--- src/design/tpg_pkg.sv ---
// ----------------------------------------------------------------------------
// tpg_pkg
// Shared types, sizes and helpers for the tile pixel generator.
// ----------------------------------------------------------------------------
`default_nettype none

package tpg_pkg;

  // screen and store sizes
  localparam int TILE_COLUMNS    = 32;
  localparam int TILE_ROWS       = 32;
  localparam int PEN_COUNT       = 32;
  localparam int PEN_BITS        = $clog2(PEN_COUNT);
  localparam int CHAR_BANK_BYTES = 2048;
  localparam int CHAR_AW         = $clog2(CHAR_BANK_BYTES);

  localparam int CODE_DEPTH      = 1024;
  localparam int CODE_AW         = $clog2(CODE_DEPTH);
  localparam int PLANE_BYTES     = 2048;
  localparam int PLANE_AW        = $clog2(PLANE_BYTES);
  localparam int PLANE_COUNT     = 3;
  localparam int TILE_BANK_BYTES = PLANE_BYTES * PLANE_COUNT;

  // field widths
  localparam int ADDR_W  = 13;
  localparam int WDATA_W = 24;
  localparam int RGB_W   = 24;
  localparam int PIX_W   = 8;

  // result queue
  localparam int FIFO_DEPTH = 8;
  localparam int FIFO_AW    = $clog2(FIFO_DEPTH);

  typedef enum logic [2:0] {
    FUNC_CODE_WR = 3'd0,
    FUNC_ATTR_WR = 3'd1,
    FUNC_CHAR_WR = 3'd2,
    FUNC_TILE_WR = 3'd3,
    FUNC_PAL_WR  = 3'd4,
    FUNC_PIXEL   = 3'd5,
    FUNC_FRAME   = 3'd6,
    FUNC_ATTR_RD = 3'd7
  } func_t;

  typedef struct packed {
    func_t              func;
    logic [ADDR_W-1:0]  addr;
    logic [WDATA_W-1:0] wdata;
    logic [PIX_W-1:0]   pix_x;
    logic [PIX_W-1:0]   pix_y;
  } item_t;

  typedef struct packed {
    logic             is_pixel;
    logic [4:0]       pen_index;
    logic [RGB_W-1:0] pixel_rgb;
    logic [7:0]       read_byte;
  } result_t;

  // palette contents after reset: odd pens 3..15 carry fixed colors
  function automatic logic [RGB_W-1:0] palette_preset(input logic [PEN_BITS-1:0] pen);
    logic [RGB_W-1:0] rgb;
    rgb = '0;
    case (pen)
      PEN_BITS'(3):  rgb = 24'hFFFF00;
      PEN_BITS'(5):  rgb = 24'h00FF00;
      PEN_BITS'(7):  rgb = 24'hFF0000;
      PEN_BITS'(9):  rgb = 24'h0000FF;
      PEN_BITS'(11): rgb = 24'hFF00FF;
      PEN_BITS'(13): rgb = 24'h00FFFF;
      PEN_BITS'(15): rgb = 24'hFFFFFF;
      default:       rgb = '0;
    endcase
    return rgb;
  endfunction

endpackage

`default_nettype wire

--- src/design/tpg_palette.sv ---
// ----------------------------------------------------------------------------
// tpg_palette
// Pen build from pattern bits, palette registers and result assembly.
// ----------------------------------------------------------------------------
`default_nettype none

module tpg_palette (
  input  wire logic                            clk,
  input  wire logic                            rst,
  input  wire logic                            valid,
  input  wire tpg_pkg::item_t                  item,
  input  wire logic [7:0]                      attr,
  input  wire logic [7:0]                      char_byte,
  input  wire logic [tpg_pkg::PLANE_COUNT-1:0][7:0] plane_bytes,
  output logic                                 push,
  output tpg_pkg::result_t                     result
);
  import tpg_pkg::*;

  logic [RGB_W-1:0]    palette [PEN_COUNT];
  logic [2:0]          sh;
  logic [2:0]          planes;
  logic [7:0]          raw_pen;
  logic [7:0]          pen;
  logic                off_grid;
  logic                is_pixel;
  logic                rd_ok;
  logic [RGB_W-1:0]    rgb;

  always_comb begin
    sh       = ~item.pix_x[2:0];   // bit 7 is the leftmost pixel
    planes   = {plane_bytes[2][sh], plane_bytes[1][sh], plane_bytes[0][sh]};
    off_grid = ({1'b0, item.pix_x[7:3]} >= 6'(TILE_COLUMNS))
            || ({1'b0, item.pix_y[7:3]} >= 6'(TILE_ROWS));
    if (attr[4]) begin
      raw_pen = {4'd0, attr[2:0], char_byte[sh]};
    end else begin
      raw_pen = 8'd16 + {2'd0, attr[2:0], planes};
    end
    pen      = off_grid ? 8'd0 : (raw_pen & 8'(PEN_COUNT - 1));
    rgb      = palette[pen[PEN_BITS-1:0]];
    is_pixel = (item.func == FUNC_PIXEL);
    rd_ok    = item.addr < ADDR_W'(CODE_DEPTH);
    push     = valid && (is_pixel || item.func == FUNC_ATTR_RD);

    result.is_pixel  = is_pixel;
    result.pen_index = is_pixel ? pen[4:0] : 5'd0;
    result.pixel_rgb = is_pixel ? rgb : '0;
    result.read_byte = (!is_pixel && rd_ok) ? attr : 8'd0;
  end

  always_ff @(posedge clk) begin
    if (rst) begin
      for (int i = 0; i < PEN_COUNT; i++) begin
        palette[i] <= palette_preset(PEN_BITS'(i));
      end
    end else if (valid && item.func == FUNC_PAL_WR && item.addr < ADDR_W'(PEN_COUNT)) begin
      palette[item.addr[PEN_BITS-1:0]] <= item.wdata;
    end
  end

endmodule

`default_nettype wire

--- config.mk ---
export PLATFORM = sky130hd
export DESIGN_NAME = tpg_palette
export DESIGN_NICKNAME = d
export VERILOG_FILES = /design/src/design/tpg_pkg.sv /design/src/design/tpg_palette.sv
export SDC_FILE = /design/constraint.sdc
export NUM_CORES = 1
export LEC_CHECK = 0
export ABC_AREA = 1
export ABC_CLOCK_PERIOD_IN_PS = 3550
export BUFFER_PORTS_ARGS = -buffer_cell sky130_fd_sc_hd__clkbuf_2
export CORE_MARGIN = 5
export CORE_UTILIZATION = 55
export CTS_CLUSTER_SIZE = 12
export DETAILED_ROUTE_END_ITERATION = 12
export PLACE_DENSITY = 0.72
export SLEW_MARGIN = 20
export SYNTH_ARGS = -nofsm -noshare
export SYNTH_HDL_FRONTEND = slang
export SYNTH_SLANG_ARGS = --single-unit
--- constraint.sdc ---
create_clock -name clk -period 3.55 [get_ports clk]
set_clock_uncertainty 0.05 [all_clocks]
set_input_delay 0.1775 -clock clk [delete_from_list [all_inputs] [get_ports clk]]
set_output_delay 0.1775 -clock clk [all_outputs]
set_load 0.05 [all_outputs]
==> metrics.csv <==
stage,metric,value,unit
cts,clock_path_buffers,3,
floorplan,start_util,55.4,%
layout,final_layout_size_suffix_gt1_share,10.8,%
power_and_ir_drop,p_total,21.0,mW
logic_synthesis,yosys_warnings,0,
global_routing,grt_pass1_wl,157000,µm
power_and_ir_drop,p_comb_share,12.9,%
worst_hold_path,min_path_cells,4,
worst_hold_path,hold_class,in2reg,
critical_path,crit_path_top_delay_cell,nand2_8,
power_and_ir_drop,vdd_drop_max,0.000340,V
timing,hold_slack,87.1,ps
floorplan,fp-row-count,93,
logic_synthesis,yosys.area.top_type,edfxtp_1,
critical_path,path_common_cell,nand3_1,
cts,numCtsBuffers,80,
global_routing,grt_use_total,28.9,%
placed_design,dpl-instance-area,0.0373,mm²
layout,mostFrequentLayoutCells,"nand3_1, edfxtp_1, nor2_1, nand2_1, buf_4",
layout,largest_register,palette,
timing,setup_violations,0,
global_routing,overflow,0,
placed_design,place.gp.congestion,0.882,
power_and_ir_drop,power.density,529,mW/mm²
power_and_ir_drop,p_leak,15.4,nW
floorplan,ios,138,
logic_synthesis,ys_seq_area_share,64.8,%
logic_synthesis,synth_area,0.0356,mm²
timing,slew_headroom,27.4,%
layout,layout.nets,3752,
logic_synthesis,ys_ff_latch,768,
cts,cts_tree,built,
layout,multiInputGateArea,0.0107,mm²
layout,instances_no_fill,4562,
layout,final_util,61.8,%
outcome,status,"complete, no violations",
timing,rsz0062_at_grt,false,
layout,stdcell_area,0.0397,mm²
worst_hold_path,hold_end,palette[7][17]$_SDFFCE_PN1P_,
critical_path,critPathRequiredTime,3320,ps
detailed_routing,drt-initial-drc-count,3865,
power_and_ir_drop,p_clk_share,37.0,%
critical_path,path_class,in2out,
detailed_routing,vias,28000,
detailed_routing,post_drt_via_cell_ratio,6.13,
timing,finalWorstSetupSlack,243,ps
placed_design,port_buffers,124,
detailed_routing,drc_errors,0,
cts,clk_pin_slew_worst_paths,60,ps
logic_synthesis,synth_cell_types,25,
timing,slew_viol_final,0,
worst_hold_path,hold_path_startpoint,item[33],
global_routing,grt_pass1_vias,26600,
timing,worst_slew_pin_slew,1090,ps
critical_path,worstPathArrival,3080,ps
floorplan,design.die.area,0.0698,mm²
power_and_ir_drop,p_sw,5.39,mW
layout,layout_commonest_cell,nand3_1,
cts,cts_root_buffer,clkbuf_16,
power_and_ir_drop,internal-power,15.6,mW
critical_path,path_max_fanout,32,
layout,n_antenna_cell,0,
placed_design,dp.cells,4426,
timing,max_clock_freq,302,MHz
layout,largest_reg_flops,768,
timing,fin_tns_setup,0,ps
cts,post_cts_buffers,0,
timing,min_period_over_period,93.2,%
detailed_routing,first_pass_iters,6,
cts,clock-sinks,768,
critical_path,end_kind,primary output,
power_and_ir_drop,seqPwrFrac,50.1,%
critical_path,cpPeakStageDelay,330,ps
layout,reg_top3,palette x768,
logic_synthesis,synth_top_area_share,64.8,%
run,drv_cap,0,
layout,area_growth,11.6,%
critical_path,startpoint_type,input port,
detailed_routing,wl_per_cell,22.6,µm
placed_design,place_ws,284,ps
logic_synthesis,yosys-top-cells-area,"edfxtp_1, nand3_1, nor2_1",
timing,period_needed,3310,ps
cts,cts_hold_buf,0,
floorplan,core,0.0642,mm²
placed_design,dp_hpwl,60000,µm
floorplan,die_x,264,µm
logic_synthesis,avgSynthCellArea,9.79,µm²
detailed_routing,routed_wl,103000,µm
power_and_ir_drop,switching_share,25.7,%
layout,regArea,0.0231,mm²
global_routing,antenna_found_initial,1,
cts,ctsResizeCount,0,
logic_synthesis,netlist_instances,3631,
global_routing,grt_max_degree,108,
timing,finalHoldViolCount,0,
detailed_routing,ant_nets,0,
cts,htree_levels,3,
critical_path,path_cells,clkbuf_2 -> inv_4 -> nand2_1 -> nand3_1 -> nand3_1 -> nand3_4 -> nand2_8 -> buf_12 -> buf_12 -> nand2_1 -> nand3_1 -> nand3_1 -> nand3_1 -> nand3_1 -> nand2_1 -> clkbuf_2,
layout,fillCellCount,5158,
logic_synthesis,synth_nets,3730,
floorplan,die_h,264,µm
synthesized netlist by cell type:
master,number
nand3_1,1106
edfxtp_1,768
nor2_1,702
nand2_1,622
clkbuf_1,171
buf_2,123
inv_1,63
buf_4,28
buf_1,11
buf_6,6
nor3_1,6
o21ai_0,5
inv_2,3
nor3_2,3
clkinv_1,2
nor2_2,2
o211ai_1,2
a21oi_1,1
and3_1,1
inv_4,1
nand2_2,1
nand2_4,1
nand4_1,1
nor4_1,1
o21ai_1,1
critical path: cells and delay by family:
family,cells,cell delay (ps)
and+or+nand+nor,11,1630
buffers and inverters,5,1220
kinds of logic after synthesis:
kind of cell	synth area share (%)
simple gates	29.8
flops	64.8
buf+inv	5.17
compound gates	0.141
routing by layer:
metal  global-route usage [%]  part of all wire, %  up-vias
met1                     40.4                   37    13300
met4                     12.2                  4.2        2
met5                        0                0.013        -
li1                         -                    -    12500
met3                     4.98                   12      260
met2                     45.3                   46     1823
power by group through the flow:
| stage | Combinational, mW | Sequential [mW] | Clock, mW |
|---|---|---|---|
| floorplan | 1.77 | 10.7 | 0 |
| global placement | 2.61 | 10.7 | 0 |
| detailed placement | 2.65 | 10.7 | 0 |
| CTS | 2.67 | 10.5 | 7.83 |
| global route | 2.91 | 10.5 | 8.23 |
| finish | 2.70 | 10.5 | 7.77 |
how the worst max path moves through the flow:
stage                        start                            to  slack, ps  cells after the start
after detailed placement   item[8]                    result[13]        280                     16
after CTS                  item[8]                    result[13]        270                     16
after global routing       item[8]                    result[28]        100                     16
after global placement     item[8]                    result[22]        340                     17
after floorplan           item[47]  palette[15][0]$_SDFFCE_PN1P_        270                      5
final                      item[8]                    result[31]        240                     16
area by class of cell:
type,count,share of cell area [%]
Sequential cell,768,58.1
Tap cell,855,2.70
Clock inverter,25,0.359
Clock buffer,111,5.61
Inverter,69,0.678
Timing Repair Buffer,279,5.48
Multi-Input combinational cell,2455,27.1
(Power assumes the default switching activity.)
