===== src/design/tpg_pkg.sv =====
// ----------------------------------------------------------------------------
// tpg_pkg
// Shared types, sizes and helpers for the tile pixel generator.
// ----------------------------------------------------------------------------
`default_nettype none

package tpg_pkg;

  // screen and store sizes
  localparam int TILE_COLUMNS    = 32;
  localparam int TILE_ROWS       = 32;
  localparam int PEN_COUNT       = 32;
  localparam int PEN_BITS        = $clog2(PEN_COUNT);
  localparam int CHAR_BANK_BYTES = 2048;
  localparam int CHAR_AW         = $clog2(CHAR_BANK_BYTES);

  localparam int CODE_DEPTH      = 1024;
  localparam int CODE_AW         = $clog2(CODE_DEPTH);
  localparam int PLANE_BYTES     = 2048;
  localparam int PLANE_AW        = $clog2(PLANE_BYTES);
  localparam int PLANE_COUNT     = 3;
  localparam int TILE_BANK_BYTES = PLANE_BYTES * PLANE_COUNT;

  // field widths
  localparam int ADDR_W  = 13;
  localparam int WDATA_W = 24;
  localparam int RGB_W   = 24;
  localparam int PIX_W   = 8;

  // result queue
  localparam int FIFO_DEPTH = 8;
  localparam int FIFO_AW    = $clog2(FIFO_DEPTH);

  typedef enum logic [2:0] {
    FUNC_CODE_WR = 3'd0,
    FUNC_ATTR_WR = 3'd1,
    FUNC_CHAR_WR = 3'd2,
    FUNC_TILE_WR = 3'd3,
    FUNC_PAL_WR  = 3'd4,
    FUNC_PIXEL   = 3'd5,
    FUNC_FRAME   = 3'd6,
    FUNC_ATTR_RD = 3'd7
  } func_t;

  typedef struct packed {
    func_t              func;
    logic [ADDR_W-1:0]  addr;
    logic [WDATA_W-1:0] wdata;
    logic [PIX_W-1:0]   pix_x;
    logic [PIX_W-1:0]   pix_y;
  } item_t;

  typedef struct packed {
    logic             is_pixel;
    logic [4:0]       pen_index;
    logic [RGB_W-1:0] pixel_rgb;
    logic [7:0]       read_byte;
  } result_t;

  // palette contents after reset: odd pens 3..15 carry fixed colors
  function automatic logic [RGB_W-1:0] palette_preset(input logic [PEN_BITS-1:0] pen);
    logic [RGB_W-1:0] rgb;
    rgb = '0;
    case (pen)
      PEN_BITS'(3):  rgb = 24'hFFFF00;
      PEN_BITS'(5):  rgb = 24'h00FF00;
      PEN_BITS'(7):  rgb = 24'hFF0000;
      PEN_BITS'(9):  rgb = 24'h0000FF;
      PEN_BITS'(11): rgb = 24'hFF00FF;
      PEN_BITS'(13): rgb = 24'h00FFFF;
      PEN_BITS'(15): rgb = 24'hFFFFFF;
      default:       rgb = '0;
    endcase
    return rgb;
  endfunction

endpackage

`default_nettype wire


===== src/design/tpg_out_fifo.sv =====
// ----------------------------------------------------------------------------
// tpg_out_fifo
// Small result queue between the pipeline and the output stream.
// ----------------------------------------------------------------------------
`default_nettype none

module tpg_out_fifo (
  input  wire logic               clk,
  input  wire logic               rst,
  input  wire logic               push,
  input  wire tpg_pkg::result_t   wr,
  output logic                    valid,
  input  wire logic               ready,
  output tpg_pkg::result_t        rd,
  output logic [tpg_pkg::FIFO_AW:0] count
);
  import tpg_pkg::*;

  result_t            mem [FIFO_DEPTH];
  logic [FIFO_AW-1:0] wr_ptr;
  logic [FIFO_AW-1:0] rd_ptr;
  logic               pop;

  always_comb begin
    valid = (count != '0);
    pop   = valid && ready;
    rd    = mem[rd_ptr];
  end

  always_ff @(posedge clk) begin
    if (push) begin
      mem[wr_ptr] <= wr;
    end
  end

  always_ff @(posedge clk) begin
    if (rst) begin
      wr_ptr <= '0;
      rd_ptr <= '0;
      count  <= '0;
    end else begin
      if (push) begin
        wr_ptr <= wr_ptr + 1'b1;
      end
      if (pop) begin
        rd_ptr <= rd_ptr + 1'b1;
      end
      case ({push, pop})
        2'b10:   count <= count + 1'b1;
        2'b01:   count <= count - 1'b1;
        default: count <= count;
      endcase
    end
  end

endmodule

`default_nettype wire


===== config.mk =====
export PLATFORM = sky130hd
export DESIGN_NAME = tpg_out_fifo
export DESIGN_NICKNAME = d
export VERILOG_FILES = /design/src/design/tpg_pkg.sv /design/src/design/tpg_out_fifo.sv
export SDC_FILE = /design/constraint.sdc
export NUM_CORES = 1
export LEC_CHECK = 0
export BUFFER_PORTS_ARGS = -buffer_cell sky130_fd_sc_hd__clkbuf_2
export CAP_MARGIN = 20
export CORE_MARGIN = 4
export CORE_UTILIZATION = 50
export CTS_BUF_LIST = sky130_fd_sc_hd__clkbuf_4
export DETAILED_ROUTE_END_ITERATION = 6
export PLACE_DENSITY = 0.82
export SLEW_MARGIN = 20
export SYNTH_ARGS = -nofsm -noshare
export SYNTH_HDL_FRONTEND = slang
export SYNTH_SLANG_ARGS = --single-unit

===== constraint.sdc =====
create_clock -name clk -period 3.8 [get_ports clk]
set_input_delay 0 -clock clk [delete_from_list [all_inputs] [get_ports clk]]
set_output_delay 0 -clock clk [all_outputs]
set_load 0.1 [all_outputs]

==> impl_results.md, run 1 <==
- Met3 routed WL: 1500 um
- Antenna violations before repair: 0
- Min Tclk post-route: slightly above 3 ns
- Outcome: finished clean
- Via count normalized by instance count: 5.51
- Total nets after synthesis: 559
- Arrival time of the worst setup path: approximately 3.1 ns
- Worst Setup Path Type: reg2out
- Slew @ Worst Pin: a little under 0.9 ns
- Total congestion overflow after global routing: 0
- Synthesis-to-layout area growth: 18.1%
- Endpoint of the most critical setup path: rd[6]
- Drt first pass iters: 4
- Power per cell area: about 610 nW/um2
- Wire length of the first global-routing pass: around 36000 um
- Peak Freq: 0.327 GHz
- Net count, final: ~760
- Root buf cell: sky130_fd_sc_hd__clkbuf_4
- Worst ir drop on vdd: between 0.7 and 0.8 mV
- Unrepaired setup endpoints after global routing: no
- Final HPWL from detailed placement: 13300 um
- Largest clock skew in the final design: about 0.034 ns
- Number of slew-limit violations in the final report: 0
- Total number of vias: just under 6000
- CTS tree: done
- Fraction of the yosys area taken by sequential cells: between 70% and 80%
- Hold WS: roughly 0.16 ns
- Leading cell types in the layout, fill and taps excluded: sky130_fd_sc_hd__edfxtp_1 (304), sky130_fd_sc_hd__clkbuf_4 (104), sky130_fd_sc_hd__clkbuf_2 (84)
- Overall track demand over capacity in global routing: 17.9%
- Capturing point of the worst reg2reg path: count[2]
- Clock slew at the register clock pins of the worst setup and hold paths: ~0.07 ns
- Number of library cell types mapped by synthesis: 27
- Setup crit end kind: primary output
- Most frequent standard cell in the layout excluding fill and tap cells: sky130_fd_sc_hd__edfxtp_1
- Number of remaining DRC errors: 0
- I/O pin count: 85
- Ys Warns: 0
- Combinational Power Share: around a quarter
- Setup slack of the most critical reg-to-reg path: ~1.2 ns
- Initial cell density of the core: roughly 51%
- Number of antenna-violating nets in the routed design: 0
- Average cell area after synthesis: between 20 and 25 um2
- Sw Pwr: about 0.0028 W
- Detailed-routed wire length on met2: about 12000 um
- Total clock buffers created by CTS: 76
- Horizontal die dimension: between 150 and 200 um
- Post-layout total power: 0.00864 W
- Total Die Area: about 27000 um2
- Number of core rows: between 50 and 60
- Fin Setup TNS: 0 ns
- Number of sinks on the clock net: between 300 and 400
- Placer congestion estimate: about 0.77
- Buffer depth of the longest clock path: 3
- Y dimension of the die: about 160 um
- Reg2Reg Launch Point: count[0]
- Routed wire length per instance: around 22 um
- Sw Share: between 30 and 40%
- Number of cells traversed by the worst register-to-register path: 10
- Worst Path Required: between 3 and 4 ns
- Leak Pwr: about 4.7 nW
- Buffers added on ports: 84
- Starting DRT DRC Count: 442
- Core area: between 20000 and 25000 um2
- Path class of the lowest-slack min-delay path: in2reg
- Share of the cycle needed by the critical path after routing: between 80% and 90%
- Worst-Skew Late Latency: about 0.63 ns
- CTS HTree Levels: 3
- Sort of element at the start of the critical path: flip-flop
- Antenna cell count: 0
- Summed instance area of the synthesized netlist: around 12000 um2
- Fraction of power consumed by sequential logic: between 40% and 50%
- Int Pwr: 0.00581 W
- Post-synthesis sequential element count: around 320
- Number of instances in the synthesized netlist: slightly above 500
- Endpoints failing hold: 0
- Setup-failing EPs final: 0
- Number of post-CTS setup repair buffers: 0
- Headroom to the max-slew limit: 40.6%
- Clock power share: ~28%
- Pin count of the biggest net entering global routing: 77
- Max Cap Violations: 0
- Share of layout cells above drive strength 1: between 40% and 50%
- Length of routed wiring on met1: between 9000 and 10000 um
- Worst Path Max Fanout: 36
- Layout filler cell count: 1703
- Sum of routed wire length over all layers: between 20000 and 25000 um
- Top Layer Used: met4
- Via count of the first global-routing pass: 6461
## area by class of cell
class,count,area (um2),area share (%)
inverters,2,7.51,0.0529
multi-input cells,170,2550,17.9
flip-flops and latches,317,9400,66.2
repair buffers,143,993,7.00
clock buffers,104,781,5.50
well taps,319,399,2.81
clock inverters,18,67.6,0.476
## critical path: stages (launching register included)
cell                       delay, ns
sky130_fd_sc_hd__dfxtp_4        0.84
sky130_fd_sc_hd__buf_4          0.35
sky130_fd_sc_hd__mux4_2         0.53
sky130_fd_sc_hd__mux2_2         0.32
sky130_fd_sc_hd__clkbuf_2       0.39
## kinds of logic (layout without fill, tap and decap cells)
group	Yosys count	after routing	share of synthesized area (%)
flip-flops	317	317	78.1
AO/OA/AOI/OAI	8	8	0.354
adder cells (fa/ha/maj)	5	5	0.520
multiplexers	117	117	18.1
buffers and inverters	25	267	1.17
AND/OR/NAND/NOR	34	34	1.35
XOR/XNOR	6	6	0.437
## power by group through the flow
stage / clock, W / sequential [W] / combinational, W
2_1_floorplan: 0 / 0.00413 / 0.00175
3_3_place_gp: 0 / 0.00416 / 0.00202
3_5_place_dp: 0 / 0.00417 / 0.00207
4_1_cts: 0.00253 / 0.00410 / 0.00211
5_1_grt: 0.00273 / 0.00409 / 0.00221
6_report: 0.00245 / 0.00407 / 0.00212
## metal layers
layer  up-vias  global-route usage [%]
met5         -                       0
met4         0                    5.49
met3        23                    4.26
met2       215                    30.1
met1      3068                    23.6
li1       2603                       -
## synth_stat cells (all sizes together)
cell    count  share of area (%)
edfxtp    304                 76
mux4       76                 14
mux2       39                3.7
buf        14               0.82
nor2       14               0.44
dfxtp      13                2.2
clkbuf      9               0.28
nand2       7               0.22
xor2        6               0.44
ha          5               0.52
a21oi       4               0.17
nand2b      3               0.16
o21ai       3               0.12
inv         2              0.062
mux2i       2               0.17
nand3       2              0.083
nor2b       2               0.10
nor3        2              0.083
nor4b       1              0.073
nor4bb      1              0.083
o31ai       1              0.062
or3         1              0.052
or4         1              0.062
## how the worst min path moves through the flow
stage	startpoint	to	slack, ns	depth (start not counted)
global placement	wr[7]	mem[2][7]	0.26	1
floorplan	wr[0]	mem[0][0]	0.1	0
detailed placement	wr[36]	mem[1][36]	0.28	1
global route	wr[32]	mem[4][32]	0.14	2
finish	wr[32]	mem[4][32]	0.16	2
CTS	wr[32]	mem[7][32]	0.11	2
## state kept, by name (all words and copies together), names as in the netlist, named ones only
signal	flops
rd_ptr	3
count	4
wr_ptr	3
mem	304
## timing repair
action / in CTS / in global routing
hold buffers: 42 / 0
resized for setup: 0 / 0
hold endpoints to repair: 317 / 0
## metrics by stage
stage	util, %	instances	worst slack [ns]	area (um2)
detailed placement	54.8	908	1.20	12900
floorplan	-	512	0.194	12000
CTS	60.2	1072	0.616	14200
global route	60.3	1073	0.515	14200
global placement	54.8	908	1.36	12900
finish	60.3	1073	0.741	14200
Power figures use the tool's default switching activity.
==> run 2: changes to the inputs <==
--- a/config.mk
+++ b/config.mk
@@ -5,13 +5,14 @@
 export SDC_FILE = /design/constraint.sdc
 export NUM_CORES = 1
 export LEC_CHECK = 0
+export ABC_AREA = 1
 export BUFFER_PORTS_ARGS = -buffer_cell sky130_fd_sc_hd__clkbuf_2
 export CAP_MARGIN = 20
 export CORE_MARGIN = 4
 export CORE_UTILIZATION = 50
 export CTS_BUF_LIST = sky130_fd_sc_hd__clkbuf_4
 export DETAILED_ROUTE_END_ITERATION = 6
-export PLACE_DENSITY = 0.82
+export PLACE_DENSITY = 0.79
 export SLEW_MARGIN = 20
 export SYNTH_ARGS = -nofsm -noshare
 export SYNTH_HDL_FRONTEND = slang
==> constraint.sdc (replaced) <==
create_clock -name clk -period 3.1 [get_ports clk]
set_input_delay 0 -clock clk [delete_from_list [all_inputs] [get_ports clk]]
set_output_delay 0 -clock clk [all_outputs]
set_load 0.1 [all_outputs]
==> impl_results.md, run 2 <==
- Min Tclk post-route: 2.85 ns
- Sort of element at the start of the critical path: flip-flop
- Post-synthesis sequential element count: 317 (unchanged)
- Y dimension of the die: 166 um (+1.9%)
- Final HPWL from detailed placement: 14100 um (+5.9%)
- CTS-repair resized insts: 0 (unchanged)
- Setup crit end kind: primary output
- Number of buffers added to fix hold violations after cts: 41 (-2.4%)
- Routed wire length per instance: 18.1 um (-16%)
- Ys Warns: 0 (unchanged)
- Combinational Power Share: 33.2% (+8.7 points)
- Peak Freq: ~0.35 GHz
- Total number of vias: 8033 (+36%)
- Synth cell count leaders: sky130_fd_sc_hd__edfxtp_1 (304), sky130_fd_sc_hd__nor2_1 (165), sky130_fd_sc_hd__nand2_1 (135)
- Hold WS: 0.117 ns (-0.0471 ns)
- Power per cell area: 843 nW/um2 (+38%)
- CP top delay family: buffers and inverters
- Via count normalized by instance count: 5.41 (-1.8%)
- Fraction of the yosys area taken by sequential cells: 75.0% (-3.1 points)
- Total nets after synthesis: 992 (+77%)
- Int Pwr: 0.00743 W (+28%)
- Delay of the slowest cell on the worst path: 0.49 ns (-0.35 ns)
- Root buf cell: sky130_fd_sc_hd__clkbuf_4
- Horizontal die dimension: 166 um (+1.9%)
- Number of post-CTS setup repair buffers: 0 (unchanged)
- Fin Setup TNS: 0 ns (unchanged)
- Worst-Skew Late Latency: 0.71 ns (+0.08 ns)
- Overall track demand over capacity in global routing: 19.2% (+1.3 points)
- Sw Pwr: 0.00489 W (+73%)
- Arrival time of the worst setup path: 2.85 ns (-0.21 ns)
- Wire length of the first global-routing pass: 42100 um (+18%)
- Top area cells in the synthesized netlist: sky130_fd_sc_hd__edfxtp_1 (73%), sky130_fd_sc_hd__nor2_1 (5.0%), sky130_fd_sc_hd__nand2_1 (4.1%)
- Max Cap Violations: 0 (unchanged)
- Slew @ Worst Pin: 0.968 ns (+0.0800 ns)
- Buffers added on ports: 84 (unchanged)
- CTS HTree Levels: 3 (unchanged)
- Unrepaired setup endpoints after global routing: no
- Post-place instance area: 13300 um2 (+2.8%)
- Number of antenna-violating nets in the routed design: 0 (unchanged)
- Worst Path Max Fanout: 152 (+320%)
- Leading cell types in the layout, fill and taps excluded: sky130_fd_sc_hd__edfxtp_1 (304), sky130_fd_sc_hd__nor2_1 (157), sky130_fd_sc_hd__nand2_1 (135)
- CTS tree: done
- Flip-flop count of the largest register, all copies and words added: 304 (unchanged)
- Worst Setup Path Type: reg2out
- Placer congestion estimate: 0.764 (-0.35%)
- Sum of routed wire length over all layers: 26900 um (+16%)
- Antenna violations before repair: 2 (+2)
- Drt first pass iters: 5 (+1)
- Outcome: finished clean
- Standard cell with the maximum stage delay on the critical path: sky130_fd_sc_hd__buf_12
- Buffer depth of the longest clock path: 3 (unchanged)
- Buf+Inv Stages, Crit Path: 2 (unchanged)
- Number of slew-limit violations in the final report: 0 (unchanged)
- Clock slew at the register clock pins of the worst setup and hold paths: 0.07 ns (about the same)
- Share of Yosys cell area claimed by the top area cell type: 73.0% (-3.0 points)
- Headroom to the max-slew limit: 35.3% (-5.3 points)
- Summed instance area of the synthesized netlist: 12500 um2 (+4.1%)
- Worst Path Required: 3.10 ns (-0.70 ns)
- Total congestion overflow after global routing: 0 (unchanged)
- Number of library cell types mapped by synthesis: 26 (-3.7%)
- Number of sinks on the clock net: 317 (unchanged)
- Number of remaining DRC errors: 0 (unchanged)
- Cells traversed along the worst timing path: buf_12 > nor2_1 > nor2_1 > o21ai_1 > o21ai_1 > nand2_1 > nand2_1 > clkbuf_2
- Starting DRT DRC Count: 752 (+70%)
- Final design instance area without fill: 14600 um2 (+3.0%)
- Worst ir drop on vdd: 0.591 mV (-21%)
- Largest register by flop count: mem
- Number of core rows: 57 (+1.8%)
- Synthesis-to-layout area growth: 16.9%
- Clock power share: 26.4% (-2.0 points)
- Most frequent standard cell in the layout excluding fill and tap cells: sky130_fd_sc_hd__edfxtp_1
- Leak Pwr: 5.23 nW (+11%)
- Most common cell in the netlist: sky130_fd_sc_hd__edfxtp_1
- Share of layout cells above drive strength 1: 20.2% (-24 points)
- Total Die Area: 27600 um2 (+3.9%)
- Share of the cycle needed by the critical path after routing: between 90% and 100%
- Net count, final: 1158 (+53%)
- Initial cell density of the core: 51.1% (+0.086 points)
- Largest clock skew in the final design: 0.0455 ns (+0.0116 ns)
- Pin count of the biggest net entering global routing: 153 (+99%)
- Proportion of synthesized flip-flops having asynchronous set or reset: 0% (unchanged)
- Path class of the lowest-slack min-delay path: in2reg
- Number of synthesized flops with an enable pin: 304 (unchanged)
- Core area: 24500 um2 (+3.9%)
- Endpoints failing hold: 0 (unchanged)
- Leading area contributor after synthesis: sky130_fd_sc_hd__edfxtp_1
- Registers with the most flip-flops: mem (304), count (4)
- Fraction of power consumed by sequential logic: 40.3% (-6.8 points)
- Total clock buffers created by CTS: 78 (+2.6%)
- Number of instances in the synthesized netlist: 945 (+85%)
- Post-synth top flop: sky130_fd_sc_hd__edfxtp_1
- Setup-failing EPs final: 0 (unchanged)
- Via count of the first global-routing pass: 8114 (+26%)
- I/O pin count: 85 (unchanged)
- Average cell area after synthesis: 13.2 um2 (-44%)
- Sw Share: 39.7% (+7.0 points)
run 2: cell types whose count changed in the layout (fill, tap and decap cells not counted), sizes merged, moves of 36 or more:
cell / before / now
nor2: 14 / 165
mux2: 39 / 0
o21ai: 3 / 154
nand2: 7 / 135
mux4: 76 / 0
o22ai: 0 / 38
mux2i: 2 / 38
run 2: layout make-up:
class                      instances  area (um2)
multi-input combinational        557        2770
antenna                            2        5.00
sequential                       317        9410
timing repair buffer             141        1030
fill                            1894        9840
clock buffer                     113         848
inverter                          16        62.6
clock inverter                    16        90.1
tap                              324         405
run 2: worst reg2reg max path, cell delays in order (launching register included):
cell	delay [ns]
sky130_fd_sc_hd__dfxtp_4	0.36
sky130_fd_sc_hd__inv_1	0.07
sky130_fd_sc_hd__nand4_1	0.09
sky130_fd_sc_hd__nand2_1	0.11
sky130_fd_sc_hd__inv_1	0.19
sky130_fd_sc_hd__ha_1	0.26
sky130_fd_sc_hd__nand2_1	0.08
sky130_fd_sc_hd__inv_1	0.07
sky130_fd_sc_hd__nor2_1	0.05
sky130_fd_sc_hd__ha_1	0.18
sky130_fd_sc_hd__a21oi_1	0.15
sky130_fd_sc_hd__xnor2_1	0.08
sky130_fd_sc_hd__o21ai_0	0.15
sky130_fd_sc_hd__inv_1	0.06
run 2: logic make-up (layout without fill, tap and decap cells):
logic type | count (synthesis) | in the layout | synth area share [%]
buffers and inverters | 71 | 286 | 3.30
DFF | 317 | 317 | 75.0
AOI/OAI and AO/OA | 205 | 205 | 8.64
muxes | 38 | 38 | 3.04
other | 0 | 2 | 0
xor gates and xnor gates | 3 | 3 | 0.210
and+or+nand+nor | 306 | 306 | 9.26
adders and majority gates | 5 | 5 | 0.500
run 2: worst paths after layout:
kind,start,end,slack (ns),cells after the start
worst max register to register,count[2],count[2],1.09,13
worst min register to register,rd_ptr[2],flip-flop,0.49,2
worst min-delay path,wr[34],mem[2][34],0.12,2
worst max-delay path,flip-flop,rd[5],0.25,8
run 2: metrics by stage:
stage / instances / total power [W] / utilization (%) / setup slack, ns
floorplan: 945 / 0.00845 / - / 0.00746
global placement: 1314 / 0.00904 / 54.2 / 1.06
detailed placement: 1314 / 0.00911 / 54.2 / 1.00
CTS: 1484 / 0.0124 / 59.8 / 0.262
global route: 1486 / 0.0130 / 59.8 / 0.106
finish: 1486 / 0.0123 / 59.8 / 0.251
run 2: metal layers:
layer  GRT usage, %  wire (um)  share of wire, %
met1           23.5      10700                40
met2           32.4      13500                50
met3           5.07       2070               7.7
met4           8.25        642               2.4
met5              0          0                 0
run 2: power groups by stage:
stage                     combinational (W)  clock (W)  sequential (W)
after CTS                           0.00411    0.00336         0.00497
after global routing                0.00436    0.00361         0.00498
after detailed placement            0.00406          0         0.00506
final                               0.00409    0.00326         0.00497
after floorplan                     0.00328          0         0.00517
after global placement              0.00399          0         0.00505
